[src/sv/tksi_pkg.sv]
// tksi_pkg: shared types, widths and helpers for the top-k score insertion block
// no dependencies; imported by tksi_cell, tksi_row and top_k_score_insert
`default_nettype none

package tksi_pkg;

  localparam int MAX_KEPT_DEF = 16;
  localparam int TAG_COUNT    = 1024;
  localparam int SCORE_W      = 32;
  localparam int TAG_W        = 10;
  localparam int RANK_W       = 4;
  localparam int CAP_W        = 5;
  localparam int CAP_RESET    = 16;

  typedef enum logic [1:0] {
    OP_OFFER        = 2'd0,
    OP_OFFER_FINISH = 2'd1,
    OP_FINISH       = 2'd2,
    OP_NONE         = 2'd3
  } op_e;

  typedef enum logic {
    ST_IDLE  = 1'b0,
    ST_DRAIN = 1'b1
  } state_e;

  typedef struct packed {
    logic [SCORE_W-1:0] score;
    logic [TAG_W-1:0]   tag;
  } entry_t;

  // command broadcast to every cell of the row
  typedef struct packed {
    logic               insert;
    logic               drain;
    logic [SCORE_W-1:0] score;
    logic [TAG_W-1:0]   tag;
  } row_cmd_t;

  // fold a tag into 0..TAG_COUNT-1; one compare and subtract covers the 10-bit field
  function automatic logic [TAG_W-1:0] wrap_tag(input logic [TAG_W-1:0] tag);
    logic [TAG_W:0] ext;
    ext = {1'b0, tag};
    if (ext >= (TAG_W+1)'(TAG_COUNT)) begin
      wrap_tag = TAG_W'(ext - (TAG_W+1)'(TAG_COUNT));
    end else begin
      wrap_tag = tag;
    end
  endfunction

endpackage

`default_nettype wire

[src/sv/tksi_cell.sv]
// tksi_cell: one slot of the ranked list; compares, shifts down on insert, up on drain
// depends on tksi_pkg
`default_nettype none

module tksi_cell #(
  parameter int IDX   = 0,
  parameter int CNT_W = 5
) (
  input  wire logic               clk_i,
  input  wire tksi_pkg::row_cmd_t cmd_i,
  input  wire logic [CNT_W-1:0]   count_i,
  input  wire logic [CNT_W-1:0]   cap_i,
  input  wire logic               gt_prev_i,
  input  wire tksi_pkg::entry_t   prev_i,
  input  wire tksi_pkg::entry_t   next_i,
  output logic                    gt_o,
  output tksi_pkg::entry_t        entry_o
);
  import tksi_pkg::*;

  entry_t entry_q, entry_d;
  logic   active;
  logic   occupied;

  assign active   = CNT_W'(IDX) < cap_i;
  assign occupied = CNT_W'(IDX) < count_i;
  // free slot inside capacity, or a kept score strictly below the candidate
  assign gt_o     = active && (!occupied || (cmd_i.score > entry_q.score));

  always_comb begin
    entry_d = entry_q;
    if (cmd_i.insert && gt_o) begin
      if (gt_prev_i) begin
        entry_d = prev_i;
      end else begin
        entry_d.score = cmd_i.score;
        entry_d.tag   = cmd_i.tag;
      end
    end else if (cmd_i.drain) begin
      entry_d = next_i;
    end
  end

  always_ff @(posedge clk_i) begin
    entry_q <= entry_d;
  end

  assign entry_o = entry_q;

endmodule

`default_nettype wire

[src/sv/tksi_row.sv]
// tksi_row: chain of MAX_KEPT cells holding the list in descending score order
// depends on tksi_pkg and tksi_cell
`default_nettype none

module tksi_row #(
  parameter int MAX_KEPT = tksi_pkg::MAX_KEPT_DEF,
  parameter int CNT_W    = 5
) (
  input  wire logic               clk_i,
  input  wire tksi_pkg::row_cmd_t cmd_i,
  input  wire logic [CNT_W-1:0]   count_i,
  input  wire logic [CNT_W-1:0]   cap_i,
  output tksi_pkg::entry_t        head_o
);
  import tksi_pkg::*;

  entry_t entry [MAX_KEPT];
  logic   gt    [MAX_KEPT];

  for (genvar i = 0; i < MAX_KEPT; i++) begin : g_cell
    logic   gt_prev;
    entry_t prev;
    entry_t next;

    if (i == 0) begin : g_first
      assign gt_prev = 1'b0;
      assign prev    = '0;
    end else begin : g_mid
      assign gt_prev = gt[i-1];
      assign prev    = entry[i-1];
    end

    if (i == MAX_KEPT - 1) begin : g_last
      assign next = '0;
    end else begin : g_inner
      assign next = entry[i+1];
    end

    tksi_cell #(
      .IDX   (i),
      .CNT_W (CNT_W)
    ) u_cell (
      .clk_i     (clk_i),
      .cmd_i     (cmd_i),
      .count_i   (count_i),
      .cap_i     (cap_i),
      .gt_prev_i (gt_prev),
      .prev_i    (prev),
      .next_i    (next),
      .gt_o      (gt[i]),
      .entry_o   (entry[i])
    );
  end

  assign head_o = entry[0];

endmodule

`default_nettype wire

[src/sv/top_k_score_insert.sv]
// top_k_score_insert: keeps the best-scoring candidates in rank order and reads them out
// depends on tksi_pkg and tksi_row (which holds the tksi_cell chain)
//
// Usage:
//   A command is transferred at a rising edge with start_i high and busy_o low.
//   operation_i selects offer (0), offer then finish (1), finish only (2); 3 is
//   ignored. An offer is compared against all kept entries at once by the cell
//   row and inserted at that same edge, so offers go at one per cycle while
//   busy_o is low, with no result. A finish raises busy_o and then shifts the
//   list out of cell 0, one result per cycle, each result registered from the
//   head cell; busy_o falls as the final result, which carries last_entry_o,
//   appears. A finish on an empty list gives one result with list_empty_o set,
//   registered at the finish transfer, without going busy. After the finish
//   the list is empty.
//   Each result is valid for exactly one cycle on out_valid_o; the receiver
//   cannot stall. cfg_we_i/cfg_wdata_i set the capacity (clamped to
//   1..MAX_KEPT), while idle only; lowering it drops the tail at once.
//   Reset empties the list and sets the capacity to 16 (or MAX_KEPT if smaller).
`default_nettype none

module top_k_score_insert #(
  parameter int MAX_KEPT = tksi_pkg::MAX_KEPT_DEF
) (
  input  wire logic                         clk_i,
  input  wire logic                         rst_ni,
  input  wire logic                         start_i,
  output logic                              busy_o,
  input  wire logic [1:0]                   operation_i,
  input  wire logic [tksi_pkg::SCORE_W-1:0] score_i,
  input  wire logic [tksi_pkg::TAG_W-1:0]   doc_tag_i,
  input  wire logic                         cfg_we_i,
  input  wire logic [tksi_pkg::CAP_W-1:0]   cfg_wdata_i,
  output logic                              out_valid_o,
  output logic [tksi_pkg::SCORE_W-1:0]      out_score_o,
  output logic [tksi_pkg::TAG_W-1:0]        out_tag_o,
  output logic [tksi_pkg::RANK_W-1:0]       rank_o,
  output logic                              list_empty_o,
  output logic                              last_entry_o
);
  import tksi_pkg::*;

  localparam int CNT_W   = $clog2(MAX_KEPT + 1);
  localparam int IDX_W   = (MAX_KEPT > 1) ? $clog2(MAX_KEPT) : 1;
  localparam int CAP_RST = (MAX_KEPT < CAP_RESET) ? MAX_KEPT : CAP_RESET;

  state_e             state_q, state_d;
  logic [CNT_W-1:0]   count_q, count_d;
  logic [CNT_W-1:0]   cap_q, cap_d;
  logic [CNT_W-1:0]   len_q, len_d;
  logic [IDX_W-1:0]   idx_q, idx_d;
  logic               out_valid_q, out_valid_d;
  logic [SCORE_W-1:0] out_score_q, out_score_d;
  logic [TAG_W-1:0]   out_tag_q, out_tag_d;
  logic [RANK_W-1:0]  rank_q, rank_d;
  logic               empty_q, empty_d;
  logic               last_q, last_d;

  op_e              op;
  logic             accept;
  logic             do_offer;
  logic             do_finish;
  logic [CNT_W-1:0] cnt_after;
  logic [CNT_W-1:0] cap_new;
  logic             drain_last;
  row_cmd_t         cmd;
  entry_t           head;

  assign op        = op_e'(operation_i);
  assign busy_o    = (state_q == ST_DRAIN);
  assign accept    = start_i && !busy_o;
  assign do_offer  = accept && (op inside {OP_OFFER, OP_OFFER_FINISH});
  assign do_finish = accept && (op inside {OP_OFFER_FINISH, OP_FINISH});
  assign cnt_after = (do_offer && (count_q < cap_q)) ? count_q + CNT_W'(1) : count_q;
  assign drain_last = (CNT_W'(idx_q) + CNT_W'(1)) == len_q;

  always_comb begin
    if (cfg_wdata_i == '0) begin
      cap_new = CNT_W'(1);
    end else if (int'(cfg_wdata_i) > MAX_KEPT) begin
      cap_new = CNT_W'(MAX_KEPT);
    end else begin
      cap_new = CNT_W'(cfg_wdata_i);
    end
  end

  assign cmd.insert = do_offer;
  assign cmd.drain  = (state_q == ST_DRAIN);
  assign cmd.score  = score_i;
  assign cmd.tag    = wrap_tag(doc_tag_i);

  tksi_row #(
    .MAX_KEPT (MAX_KEPT),
    .CNT_W    (CNT_W)
  ) u_row (
    .clk_i   (clk_i),
    .cmd_i   (cmd),
    .count_i (count_q),
    .cap_i   (cap_q),
    .head_o  (head)
  );

  always_comb begin
    state_d     = state_q;
    count_d     = count_q;
    cap_d       = cap_q;
    len_d       = len_q;
    idx_d       = idx_q;
    out_valid_d = 1'b0;
    out_score_d = out_score_q;
    out_tag_d   = out_tag_q;
    rank_d      = rank_q;
    empty_d     = empty_q;
    last_d      = last_q;
    case (state_q)
      ST_IDLE: begin
        count_d = cnt_after;
        if (do_finish) begin
          if (cnt_after == '0) begin
            out_valid_d = 1'b1;
            out_score_d = '0;
            out_tag_d   = '0;
            rank_d      = '0;
            empty_d     = 1'b1;
            last_d      = 1'b1;
          end else begin
            state_d = ST_DRAIN;
            len_d   = cnt_after;
            idx_d   = '0;
            count_d = '0;
          end
        end
        if (cfg_we_i) begin
          cap_d = cap_new;
          if (count_d > cap_new) begin
            count_d = cap_new;
          end
        end
      end
      ST_DRAIN: begin
        // head cell is read while the row shifts up by one
        out_valid_d = 1'b1;
        out_score_d = head.score;
        out_tag_d   = head.tag;
        rank_d      = RANK_W'(idx_q);
        empty_d     = 1'b0;
        last_d      = drain_last;
        idx_d       = idx_q + IDX_W'(1);
        if (drain_last) begin
          state_d = ST_IDLE;
        end
      end
      default: begin
        state_d = ST_IDLE;
      end
    endcase
  end

  always_ff @(posedge clk_i or negedge rst_ni) begin
    if (!rst_ni) begin
      state_q     <= ST_IDLE;
      count_q     <= '0;
      cap_q       <= CNT_W'(CAP_RST);
      len_q       <= '0;
      idx_q       <= '0;
      out_valid_q <= 1'b0;
    end else begin
      state_q     <= state_d;
      count_q     <= count_d;
      cap_q       <= cap_d;
      len_q       <= len_d;
      idx_q       <= idx_d;
      out_valid_q <= out_valid_d;
    end
  end

  always_ff @(posedge clk_i) begin
    out_score_q <= out_score_d;
    out_tag_q   <= out_tag_d;
    rank_q      <= rank_d;
    empty_q     <= empty_d;
    last_q      <= last_d;
  end

  assign out_valid_o  = out_valid_q;
  assign out_score_o  = out_score_q;
  assign out_tag_o    = out_tag_q;
  assign rank_o       = rank_q;
  assign list_empty_o = empty_q;
  assign last_entry_o = last_q;

`ifndef SYNTHESIS
  a_count_in_cap: assert property (@(posedge clk_i) disable iff (!rst_ni)
    count_q <= cap_q)
    else $error("kept count above capacity");

  a_drain_cleared: assert property (@(posedge clk_i) disable iff (!rst_ni)
    busy_o |-> (count_q == '0) && (CNT_W'(idx_q) < len_q))
    else $error("drain index or count out of step");

  a_empty_result: assert property (@(posedge clk_i) disable iff (!rst_ni)
    (out_valid_o && list_empty_o) |-> last_entry_o && (out_score_o == '0))
    else $error("empty result malformed");

  a_drain_ends_last: assert property (@(posedge clk_i) disable iff (!rst_ni)
    $fell(busy_o) |-> out_valid_o && last_entry_o)
    else $error("drain ended without final result");
`endif

endmodule

`default_nettype wire
[config.mk]
export PLATFORM = sky130hd
export DESIGN_NAME = top_k_score_insert
export DESIGN_NICKNAME = d
export VERILOG_FILES = /design/src/sv/tksi_pkg.sv /design/src/sv/tksi_cell.sv /design/src/sv/tksi_row.sv /design/src/sv/top_k_score_insert.sv
export SDC_FILE = /design/constraint.sdc
export NUM_CORES = 2
export LEC_CHECK = 0
export ABC_AREA = 1
export BUFFER_PORTS_ARGS = -buffer_cell sky130_fd_sc_hd__buf_2
export CAP_MARGIN = 25
export CORE_ASPECT_RATIO = 0.7
export CORE_MARGIN = 10
export CORE_UTILIZATION = 36
export CTS_CLUSTER_SIZE = 16
export DETAILED_ROUTE_END_ITERATION = 6
export SKIP_CTS_REPAIR_TIMING = 1
export SLEW_MARGIN = 40
export SYNTH_ARGS = -nofsm -noshare
export SYNTH_HDL_FRONTEND = slang
export SYNTH_HIERARCHICAL = 1
export SYNTH_SLANG_ARGS = --single-unit
[constraint.sdc]
create_clock -name clk_i -period 14.53 [get_ports clk_i]
set_input_delay 1.453 -clock clk_i [delete_from_list [all_inputs] [get_ports clk_i]]
set_output_delay 1.453 -clock clk_i [all_outputs]
set_load 0.01 [all_outputs]
==> out/qor.txt <==
Initial antenna violation count: 1
Most frequent cells in the layout: nand2_1, inv_1, edfxtp_1
Clock sinks: 741
Crit path capture type: flip-flop
H-Tree Depth: 3
CP Max Fanout: 43
CP cell instances: buf_2 -> buf_4 -> ha_1 -> nand2_1 -> nor2_1 -> nand2_1 -> nor2_1 -> nand2_1 -> nand2_1 -> nand2_1 -> nand2_4 -> nand3_4 -> nand2_2 -> buf_4
Reg2Reg Depth: 8
GRT overflow: 0
Commonest non-fill, non-tap cell in the layout: nand2_1
Switching pwr: 1.70 mW
Max-slew violation count: 0
CTS tree: done
DRC Markers: 0
Ports: 103
Initial DRC count: 3698
Pint: 4.23 mW
Worst Path Class, Setup: in2reg
Max VDD drop: 73.4 uV
Row count: 122
CP max stage delay: 0.72 ns
Largest net degree at the start of global routing: 126
Worst path required time: 14.88 ns
Nets: 7085
CP Data Arrival Time: 5.65 ns
Vias in the first global route: 46545
Status: finished, final reports clean
Gpl congestion: 0.834
Drt pass-1 iters: 5
Fin crit share: 0.365
Min-Delay Path Class: reg2reg
Switch share: 0.286
CTS Root Cell: clkbuf_16
Clock skew: 0.0208 ns
Crit path top cell by count: nand2_1
Die area: 175000 um^2
Seq pwr share: 0.429
Layout Cell Area excl Fill: 62300 um^2
WL/cell: 18.2 um
Worst-Margin Slew: 0.848 ns
Starting density of the core: 0.361
Mapped Cells: 6523
Final Hold Viols: 0
Yosys warnings: 6
Fmax: 0.189 GHz
Core box area: 158000 um^2
DP Area: 59300 um^2
Die Y: 353 um
Antenna-violating nets left: 0
HPWL reported at the end of detailed placement: 113000 um
Setup violators final: 0
Worst slew margin: 0.435
Total power: 5.93 mW
Worst-path clk slew: 0.06 ns
Share of layout cells above drive strength 1: 0.160
Hold path depth: 2
Vias per cell: 5.33
Clock Latency Late Sink: 0.71 ns
Total Wirelength: 158000 um
Detailed-route via count: 46339
Setup TNS Final: 0 ns
RSZ-0062 raised after global routing: no
Crit-path slowest cell: nand2_2
Period minus WS final: 5.30 ns
Number of max-cap violations: 0
First-pass GRT wire length: 253000 um
Synthesized area: 57000 um^2
Die width: 495 um
Pwr dens: 95.2 nW/um^2
Util after Layout: 0.395
Area growth, synth to finish: 9.34%
CTS Buf Count: 90
Logic pwr share: 0.180
Port bufs: 102
Max clock buf depth: 3
Clock group share of total power: 0.391
Critical path launch point type: primary input
All-Layer GR Usage: 0.174
Pleak: 29.8 nW
Mean area per synthesized cell: 8.73 um^2
==> metrics by stage <==
| stage | setup WS [ns] | instances | hold WS (ns) |
|---|---|---|---|
| 2_1_floorplan | 8.06 | 6607 | 0.461 |
| 3_3_place_gp | 8.53 | 8521 | 0.485 |
| 3_5_place_dp | 8.58 | 8522 | 0.497 |
| 4_1_cts | 9.36 | 8691 | 0.511 |
| 5_1_grt | 8.93 | 8693 | 0.535 |
| 6_report | 9.23 | 8693 | 0.507 |
==> final timing paths <==
path / to / slack (ns) / startpoint
setup / recovery: u_row/g_cell[14].u_cell/entry_o[13] / 9.23 / score_i[31]
max in group asynchronous: busy_o / 13.42 / rst_ni
min in group asynchronous: count_q[1] / 0.72 / rst_ni
hold / removal: len_q[3] / 0.51 / len_q[3]
hold reg to reg: len_q[3] / 0.51 / len_q[3]
setup reg to reg: u_row/g_cell[14].u_cell/entry_o[13] / 9.80 / busy_o
==> critical path: cells and delay by family <==
family,cells,cell delay (ns)
fa+ha+maj,1,0.36
buf+inv,3,0.80
simple gates,10,2.90
==> routing by layer <==
layer  wire [um]  track usage  share of wire
met5           0            0              0
met4        2840       0.0396          0.018
met3        7790       0.0213          0.049
met2       69900        0.272           0.44
met1       77400        0.254           0.49
==> cell type report <==
class                   instances  area (um^2)
fillers                     15631        95400
multi-input cells            4756        30600
flip-flops and latches        741        22100
inverters                     739         2770
well taps                    2108         2640
clock buffers                 112         2400
repair buffers                179         1170
clock inverters                57          544
diodes                          1         2.50
==> power groups by stage <==
| stage | Clock, mW | Sequential, mW | Combinational (mW) |
|---|---|---|---|
| 2_1_floorplan | 0 | 2.55 | 0.788 |
| 3_3_place_gp | 0 | 2.59 | 1.01 |
| 3_5_place_dp | 0 | 2.59 | 1.05 |
| 4_1_cts | 2.37 | 2.54 | 1.05 |
| 5_1_grt | 2.44 | 2.55 | 1.19 |
| 6_report | 2.32 | 2.54 | 1.07 |
==> flip-flops by register name (all words and copies together), names as in the netlist <==
signal and flops:
cap_q 5, out_valid_o 1, rank_o 4, len_q 5, out_score_o 32, last_entry_o 1, idx_q 4, busy_o 1
list_empty_o 1, count_q 5, u_row/g_cell.u_cell/entry_o 672, out_tag_o 10
No activity file was read; power rests on OpenSTA's default activity.
